## config.mk

```make
export PLATFORM = sky130hd
export DESIGN_NAME = rqns_ctl
export DESIGN_NICKNAME = d
export VERILOG_FILES = /design/src/hdl/rqns_pkg.sv /design/src/hdl/rqns_ctl.sv
export SDC_FILE = /design/constraint.sdc
export NUM_CORES = 1
export LEC_CHECK = 0
export ABC_AREA = 1
export CAP_MARGIN = 20
export CORE_MARGIN = 1
export CORE_UTILIZATION = 60
export DETAILED_ROUTE_END_ITERATION = 10
export DONT_BUFFER_PORTS = 1
export HOLD_SLACK_MARGIN = 0.02
export PLACE_DENSITY = 0.76
export SETUP_SLACK_MARGIN = 0.3
export SYNTH_ARGS = -nofsm -noshare
export SYNTH_HDL_FRONTEND = slang
export SYNTH_SLANG_ARGS = --single-unit
```

## constraint.sdc

```tcl
create_clock -name clk -period 2.21 [get_ports clk]
set_clock_uncertainty 0.2 [all_clocks]
set_input_delay 0.1105 -clock clk [delete_from_list [all_inputs] [get_ports clk]]
set_output_delay 0.1105 -clock clk [all_outputs]
set_load 0.05 [all_outputs]
```

## src/hdl/rqns_pkg.sv

```systemverilog
package rqns_pkg;

	// accumulator start values
	localparam logic [1:0] AI_ZERO  = 2'd0;
	localparam logic [1:0] AI_MINUS = 2'd1;
	localparam logic [1:0] AI_GDIFF = 2'd2;

	// operand of the measure pipe
	localparam logic [2:0] BX_WHOLE = 3'd0;
	localparam logic [2:0] BX_UNION = 3'd1;
	localparam logic [2:0] BX_A     = 3'd2;
	localparam logic [2:0] BX_B     = 3'd3;
	localparam logic [2:0] BX_C0    = 3'd4;
	localparam logic [2:0] BX_C1    = 3'd5;
	localparam logic [2:0] BX_COVG  = 3'd6;

	// source of read address A
	localparam logic [1:0] AS_CTL  = 2'd0;
	localparam logic [1:0] AS_S0   = 2'd1;
	localparam logic [1:0] AS_S1   = 2'd2;
	localparam logic [1:0] AS_PICK = 2'd3;

	// group select
	localparam logic [1:0] GS_0    = 2'd0;
	localparam logic [1:0] GS_1    = 2'd1;
	localparam logic [1:0] GS_BEST = 2'd2;

	typedef struct packed {
		logic       ld;
		logic       lat;
		logic [1:0] a_src;
		logic       acc_load;
		logic [1:0] acc_init;
		logic       feed;
		logic [2:0] box;
		logic       neg;
		logic       take_worst;
		logic       judge_pair;
		logic       scan_init;
		logic       judge_scan;
		logic       asg_cov;
		logic       store_gm;
		logic [1:0] gsel;
		logic       fill_rest;
		logic       single;
		logic       clear;
	} cmd_t;

	typedef struct packed {
		logic busy;
		logic loop_go;
		logic assigned_a;
		logic grp_a;
		logic start;
	} sts_t;

endpackage

```

## src/hdl/rqns_ctl.sv

```systemverilog
module rqns_ctl #(
	parameter int MAX_ENTRIES = 16
) (
	input  logic                             clk,
	input  logic                             arst_n,
	output rqns_pkg::cmd_t                   cmd,
	input  rqns_pkg::sts_t                   sts,
	output logic [$clog2(MAX_ENTRIES+1)-1:0] addr_a,
	output logic [$clog2(MAX_ENTRIES+1)-1:0] addr_b,
	input  logic [$clog2(MAX_ENTRIES+2)-1:0] total,
	input  logic                             in_valid,
	output logic                             in_ready,
	output logic                             out_valid,
	input  logic                             out_ready,
	output logic [4:0]                       entry_index,
	output logic                             group,
	output logic                             last_result
);

	localparam int SET = MAX_ENTRIES + 1;
	localparam int IW  = $clog2(SET);
	localparam int CW  = $clog2(SET + 1);

	localparam logic [4:0] ST_LOAD  = 5'd0;
	localparam logic [4:0] ST_START = 5'd1;
	localparam logic [4:0] ST_WWAIT = 5'd2;
	localparam logic [4:0] ST_PRD   = 5'd3;
	localparam logic [4:0] ST_PLAT  = 5'd4;
	localparam logic [4:0] ST_PF0   = 5'd5;
	localparam logic [4:0] ST_PF1   = 5'd6;
	localparam logic [4:0] ST_PF2   = 5'd7;
	localparam logic [4:0] ST_PWAIT = 5'd8;
	localparam logic [4:0] ST_ARD   = 5'd9;
	localparam logic [4:0] ST_ALAT  = 5'd10;
	localparam logic [4:0] ST_ACOV  = 5'd11;
	localparam logic [4:0] ST_AFEED = 5'd12;
	localparam logic [4:0] ST_AWAIT = 5'd13;
	localparam logic [4:0] ST_LOOP  = 5'd14;
	localparam logic [4:0] ST_SCHK  = 5'd15;
	localparam logic [4:0] ST_SLAT  = 5'd16;
	localparam logic [4:0] ST_SF0   = 5'd17;
	localparam logic [4:0] ST_SF1   = 5'd18;
	localparam logic [4:0] ST_SWAIT = 5'd19;
	localparam logic [4:0] ST_OUT   = 5'd20;

	localparam logic [1:0] MD_SEED0 = 2'd0;
	localparam logic [1:0] MD_SEED1 = 2'd1;
	localparam logic [1:0] MD_PICK  = 2'd2;

	logic [4:0]    st_q, st_d;
	logic [IW-1:0] i_q, i_d, j_q, j_d;
	logic [CW-1:0] k_q, k_d;
	logic [1:0]    md_q, md_d;
	logic [1:0]    md_gsel, md_asrc;

	assign in_ready    = (st_q == ST_LOAD);
	assign out_valid   = (st_q == ST_OUT);
	assign entry_index = 5'(k_q);
	assign group       = sts.grp_a;
	assign last_result = (k_q == total - CW'(1));

	always_comb begin
		unique case (md_q)
			MD_SEED0: begin
				md_gsel = rqns_pkg::GS_0;
				md_asrc = rqns_pkg::AS_S0;
			end
			MD_SEED1: begin
				md_gsel = rqns_pkg::GS_1;
				md_asrc = rqns_pkg::AS_S1;
			end
			default: begin
				md_gsel = rqns_pkg::GS_BEST;
				md_asrc = rqns_pkg::AS_PICK;
			end
		endcase
	end

	always_comb begin
		cmd    = '0;
		addr_a = k_q[IW-1:0];
		addr_b = j_q;
		st_d   = st_q;
		i_d    = i_q;
		j_d    = j_q;
		k_d    = k_q;
		md_d   = md_q;
		unique case (st_q)
			ST_LOAD: begin
				if (in_valid) begin
					cmd.ld = 1'b1;
					if (sts.start) begin
						st_d = ST_START;
					end
				end
			end
			ST_START: begin
				if (total == CW'(1)) begin
					cmd.single = 1'b1;
					k_d  = '0;
					st_d = ST_OUT;
				end else begin
					cmd.acc_load = 1'b1;
					cmd.acc_init = rqns_pkg::AI_MINUS;
					cmd.feed     = 1'b1;
					cmd.box      = rqns_pkg::BX_WHOLE;
					cmd.neg      = 1'b1;
					st_d = ST_WWAIT;
				end
			end
			ST_WWAIT: begin
				if (!sts.busy) begin
					cmd.take_worst = 1'b1;
					i_d  = '0;
					j_d  = IW'(1);
					st_d = ST_PRD;
				end
			end
			ST_PRD: begin
				addr_a = i_q;
				st_d   = ST_PLAT;
			end
			ST_PLAT: begin
				cmd.lat = 1'b1;
				st_d    = ST_PF0;
			end
			ST_PF0: begin
				cmd.acc_load = 1'b1;
				cmd.feed     = 1'b1;
				cmd.box      = rqns_pkg::BX_UNION;
				st_d = ST_PF1;
			end
			ST_PF1: begin
				cmd.feed = 1'b1;
				cmd.box  = rqns_pkg::BX_A;
				cmd.neg  = 1'b1;
				st_d = ST_PF2;
			end
			ST_PF2: begin
				cmd.feed = 1'b1;
				cmd.box  = rqns_pkg::BX_B;
				cmd.neg  = 1'b1;
				st_d = ST_PWAIT;
			end
			ST_PWAIT: begin
				if (!sts.busy) begin
					cmd.judge_pair = 1'b1;
					if (CW'(j_q) == total - CW'(1)) begin
						if (CW'(i_q) == total - CW'(2)) begin
							md_d = MD_SEED0;
							st_d = ST_ARD;
						end else begin
							i_d  = i_q + IW'(1);
							j_d  = i_q + IW'(2);
							st_d = ST_PRD;
						end
					end else begin
						j_d  = j_q + IW'(1);
						st_d = ST_PRD;
					end
				end
			end
			ST_ARD: begin
				cmd.a_src = md_asrc;
				st_d = ST_ALAT;
			end
			ST_ALAT: begin
				cmd.lat = 1'b1;
				st_d = ST_ACOV;
			end
			ST_ACOV: begin
				cmd.asg_cov = 1'b1;
				cmd.gsel    = md_gsel;
				st_d = ST_AFEED;
			end
			ST_AFEED: begin
				cmd.acc_load = 1'b1;
				cmd.feed     = 1'b1;
				cmd.box      = rqns_pkg::BX_COVG;
				cmd.gsel     = md_gsel;
				st_d = ST_AWAIT;
			end
			ST_AWAIT: begin
				cmd.gsel = md_gsel;
				if (!sts.busy) begin
					cmd.store_gm = 1'b1;
					if (md_q == MD_SEED0) begin
						md_d = MD_SEED1;
						st_d = ST_ARD;
					end else begin
						st_d = ST_LOOP;
					end
				end
			end
			ST_LOOP: begin
				k_d = '0;
				if (sts.loop_go) begin
					cmd.scan_init = 1'b1;
					st_d = ST_SCHK;
				end else begin
					cmd.fill_rest = 1'b1;
					st_d = ST_OUT;
				end
			end
			ST_SCHK: begin
				// the read of entry k is issued here; skip placed entries
				if (k_q == total) begin
					md_d = MD_PICK;
					st_d = ST_ARD;
				end else if (sts.assigned_a) begin
					k_d = k_q + CW'(1);
				end else begin
					st_d = ST_SLAT;
				end
			end
			ST_SLAT: begin
				cmd.lat = 1'b1;
				st_d = ST_SF0;
			end
			ST_SF0: begin
				cmd.acc_load = 1'b1;
				cmd.acc_init = rqns_pkg::AI_GDIFF;
				cmd.feed     = 1'b1;
				cmd.box      = rqns_pkg::BX_C1;
				st_d = ST_SF1;
			end
			ST_SF1: begin
				cmd.feed = 1'b1;
				cmd.box  = rqns_pkg::BX_C0;
				cmd.neg  = 1'b1;
				st_d = ST_SWAIT;
			end
			ST_SWAIT: begin
				if (!sts.busy) begin
					cmd.judge_scan = 1'b1;
					k_d  = k_q + CW'(1);
					st_d = ST_SCHK;
				end
			end
			ST_OUT: begin
				if (out_ready) begin
					if (last_result) begin
						cmd.clear = 1'b1;
						st_d = ST_LOAD;
					end else begin
						k_d = k_q + CW'(1);
					end
				end
			end
			default: begin
				st_d = ST_LOAD;
			end
		endcase
	end

	always_ff @(posedge clk or negedge arst_n) begin
		if (!arst_n) begin
			st_q <= ST_LOAD;
			i_q  <= '0;
			j_q  <= '0;
			k_q  <= '0;
			md_q <= MD_SEED0;
		end else begin
			st_q <= st_d;
			i_q  <= i_d;
			j_q  <= j_d;
			k_q  <= k_d;
			md_q <= md_d;
		end
	end

endmodule

```

==> flow_summary.ini, run 1 <==
[outcome]
outcome = did not finish
haltStage = global routing (5_1_grt)
first-error = [ERROR GRT-0232] Routing congestion too high. Check the congestion heatmap in the GUI.

[floorplan]
core.rowCount = 23
boundaryPins = 56
initial_core_util_pct = 62.6
die_h_um = 66.8
die_x_um = 66.8

[timing]
worst_endpoint = cmd[0]
worst_endpoint_kind = output port

[synth]
yosysSeqAreaShare_pct = 21.8
async_flop_share_pct = 100
synth_edf_count = 0
synth_nets = 456
yosysWarnings = 0
synth_seq_cells = 22
ys_types = 32
syn_area_mm2 = 0.00252
ys.flop_type = dfrtp_1
synth_cells = 434
avgSynthCellArea_um2 = 5.81

[grt]
track_usage_pct = 79.7
grt_start_max_net_pins = 23
gr-total-overflow = 64

[clock_network]
cts_buffers = 3
cts.sinks = 22
cts_root_buf = clkbuf_8
clk_path_buf_depth = 2
h-tree-depth = 1

[placed_design]
place.gp.congestion = 0.942
hpwl_mm = 6.02
numPortBuffers = 0
==> cell families after synthesis <==
group,synth area share (%)
AND/OR/NAND/NOR,51.0
XOR/XNOR,4.17
flip-flops,21.8
AO/OA/AOI/OAI,6.95
adder cells (fa/ha/maj),3.97
buffers and inverters,12.1
==> synth_stat cells, types with 6 or more instances <==
master / n / share of area (%)
inv_2: 12 / 1.8
nand3_1: 36 / 7.1
nand2_2: 6 / 1.5
dfrtp_1: 22 / 22
nor3_1: 6 / 1.2
o21ai_0: 19 / 3.8
ha_1: 8 / 4.0
nand2_1: 156 / 23
a21oi_1: 7 / 1.4
nor2_1: 47 / 7.0
nand3_2: 8 / 3.2
nor2_4: 7 / 3.1
nand4_1: 11 / 2.7
xor2_1: 8 / 2.8
inv_1: 56 / 8.3
==> timing repair <==
action | 4_1_cts
cloned | 1
pin swaps | 12
hold endpoints to repair | 26
hold buffers | 2
setup buffers | 21
endpoints found under the setup margin | 42
resized for setup | 25
==> through the flow <==
stage / cells / util, % / hold slack (ps) / setup WS (ps) / instance area (um^2)
CTS: 544 / 83.2 / 21.7 / 234 / 3350
detailed placement: 516 / 74.5 / -385 / 123 / 3000
floorplan: 434 / - / -385 / 2.38 / 2650
global placement: 516 / 74.5 / -385 / 127 / 3000
==> metal layers <==
layer / track usage [%] / GRT overflow
met2: 98.7 / 36
met1: 75.5 / 0
met4: 89.1 / 26
met5: 6.94 / 0
met3: 63.9 / 2
==> inputs of run 2 (changes only) <==
--- a/config.mk
+++ b/config.mk
@@ -8,12 +8,10 @@
 export ABC_AREA = 1
 export CAP_MARGIN = 20
 export CORE_MARGIN = 1
-export CORE_UTILIZATION = 60
+export CORE_UTILIZATION = 40
 export DETAILED_ROUTE_END_ITERATION = 10
 export DONT_BUFFER_PORTS = 1
-export HOLD_SLACK_MARGIN = 0.02
-export PLACE_DENSITY = 0.76
-export SETUP_SLACK_MARGIN = 0.3
+export PLACE_DENSITY_LB_ADDON = 0.15
 export SYNTH_ARGS = -nofsm -noshare
 export SYNTH_HDL_FRONTEND = slang
 export SYNTH_SLANG_ARGS = --single-unit
==> flow_summary.ini, run 2 <==
[synth]
ys_types = 32
yosys-top-cells-area = nand2_1 23%, dfrtp_1 22%, inv_1 8.3%
synth_cells = 434
synth_nets = 456
yosysTopAreaCell = nand2_1
synth_edf_count = 0
syn_area_mm2 = 0.00252
avgSynthCellArea_um2 = 5.81
synth_top_family_by_area = simple AND/OR/NAND/NOR gates
yosysSeqAreaShare_pct = 21.8
synthMuxAreaShare_pct = 0
synth_seq_cells = 22
async_flop_share_pct = 100
synthXorXnorAreaFrac_pct = 4.17
synthAdderAreaFrac_pct = 3.97
synth-simple-area-share_pct = 51.0
synth_compound_area_share_pct = 6.95
synth_top_area_share_pct = 23.2
ys.flop_type = dfrtp_1
yosysWarnings = 0
yosysMostFrequentCell = nand2_1
ys_top_cells_by_count = 156 x nand2_1, 56 x inv_1, 47 x nor2_1

[pwr]
p_sw_share_pct = 55.9
p_int_uw = 1480
power.share.combinational_pct = 67.7
p_switching_uw = 1880
p_seq_share_pct = 20.5
cellLeakagePower_uw = 0.00174
peakVddDrop_mv = 0.689
p_per_area_mw_per_mm2 = 1060
p_clk_share_pct = 11.8

[placed_design]
hpwl_mm = 6.39
dpl-instance-area_mm2 = 0.00301
dp_worst_setup_slack_ps = 80.2
numPortBuffers = 0
place.gp.congestion = 0.948

[timing]
rsz0062_at_grt = yes
min_period_ps = 2120
tightest_slew_ps = 402
hold_viol_final = 0
holdWs_ps = 21.0
fin_crit_sh_pct = 95.8
setup_viol = 0
slew_headroom_pct = 73.2
max_freq_ghz = 0.472
finalWorstSetupSlack_ps = 93.4
drv_slew = 0

[critical_path]
max_stage_delay_ps = 500
cp-start-kind = flip-flop
worstPathMaxFanout = 6
crit_buf_inv = 2
cp_cell_sequence = inv_2 > nand2_4 > nor2_4 > nand2_1 > inv_1 > nor2_1 > nand2_2 > a21oi_1 > nand3_2
cp_top_family = simple AND/OR/NAND/NOR gates
worstSetupPathType = reg -> out
end_kind = output pin
crit_path_top_delay_cell = dfrtp_1
arrival_ps = 1810
worstPathRequired_ps = 1900

[clock_network]
clk_pin_slew_ps = 90
h-tree-depth = 1
postCtsSetupBuffers = 0
cts.sinks = 22
clk_path_buf_depth = 2
cts_root_buf = clkbuf_8
cts_buffers = 3
cts_tree = done
clk_latency_ps = 270

[floorplan]
core.rowCount = 28
boundaryPins = 56
die_x_um = 81.4
die_h_um = 81.4
initial_core_util_pct = 42.1
core_mm2 = 0.00599
dieArea_mm2 = 0.00662

[grt]
antenna_found_initial = 0
grt_pass1_wl_mm = 12.7
grt_start_max_net_pins = 23
gr-total-overflow = 0
grt_pass1_vias = 2582
track_usage_pct = 25.2

[drt]
ant_nets = 0
drtPass1Iterations = 4
viasPerCell = 5.11
wl_mm = 7.81
wl_per_cell_um = 14.1
drt_iter0_markers = 248
drc = 0
route.vias.total = 2843

[finish]
fillers = 644
area_growth_pct = 25.5
drive_above_1_share_pct = 22.7
diodes = 0
final_common_cell = nand2_1
fin_area_mm2 = 0.00316
nNetsFinal = 504
layout_common_cells = 152 x nand2_1, 56 x inv_1, 43 x nor2_1, 41 x buf_4, 35 x nand3_1

[outcome]
outcome = complete, no violations

[flow_run]
maxCapViolCount = 0

[hold_path]
hp-class = in -> out
-- run 2: cell counts after synthesis --
Identical to the previous run, type by type.
-- run 2: repair_timing --
action                                 in CTS  in global routing
setup endpoints to repair                   6                  8
resized for setup                           3                  3
endpoints found under the hold margin      34                  3
hold buffers                                3                  1
-- run 2: metal layers --
| layer | GRT usage, % | wire length [um] |
|---|---|---|
| met5 | 0 | 0 |
| met4 | 5.89 | 68 |
| met3 | 2.58 | 341 |
| met2 | 38.9 | 3550 |
| met1 | 37.1 | 3850 |
-- run 2: kinds of logic (layout without fill, tap and decap cells) --
group,after synthesis,after routing
AND/OR/NAND/NOR,283,283
buffers and inverters,76,123
AO/OA/AOI/OAI,33,33
flip-flops,22,22
XOR/XNOR,12,12
adder cells (fa/ha/maj),8,8
-- run 2: cell type report --
class	count	area [um^2]	share of cell area, %
inverter	69	262	8.26
sequential	22	557	17.6
clock buffer	3	41.3	1.30
multi-input combinational	336	1730	54.5
clock inverter	1	30.0	0.949
timing repair buffer	50	455	14.4
tap	75	93.8	2.97
-- run 2: power by group through the flow --
stage               clock network [uW]  registers (uW)  logic (uW)
floorplan                            0             681        1590
global route                       415             710        2480
detailed placement                   0             686        2240
finish                             398             689        2280
global placement                     0             688        2250
CTS                                397             683        2260
-- run 2: path summary, 6_finish.rpt --
check	end	cells after the start	slack (ps)	start
setup reg to reg	i_q[0]$_DFFE_PN0P_	9	160	st_q[2]$_DFFE_PN0P_
setup / recovery	cmd[15]	9	90	st_q[3]$_DFFE_PN0P_
min in group asynchronous	entry_index[0]$_DFFE_PN0P_	2	510	arst_n
max in group asynchronous	st_q[0]$_DFFE_PN0P_	3	890	arst_n
hold reg to reg	md_q[1]$_DFFE_PN0P_	2	300	md_q[1]$_DFFE_PN0P_
hold / removal	group	0	20	sts[1]
-- run 2: worst reg2reg max path, cell delays in order, from the launching register on --
cell and delay, ps:
dfrtp_1 410, inv_1 210, nand2_4 110, inv_2 110
nand3_1 190, a21oi_2 250, nand2_1 110, nor2_4 200
nand3_1 90, o21ai_0 90
-- run 2: metrics by stage --
step	utilization (%)	instances	power, uW	setup TNS, ps
detailed placement	50.3	547	2920	0
CTS	52.1	554	3340	0
floorplan	-	434	2270	-965
finish	52.8	556	3370	0
global route	52.8	556	3600	-55.0
global placement	50.3	547	2940	0
No activity file was read; power rests on OpenSTA's default activity.
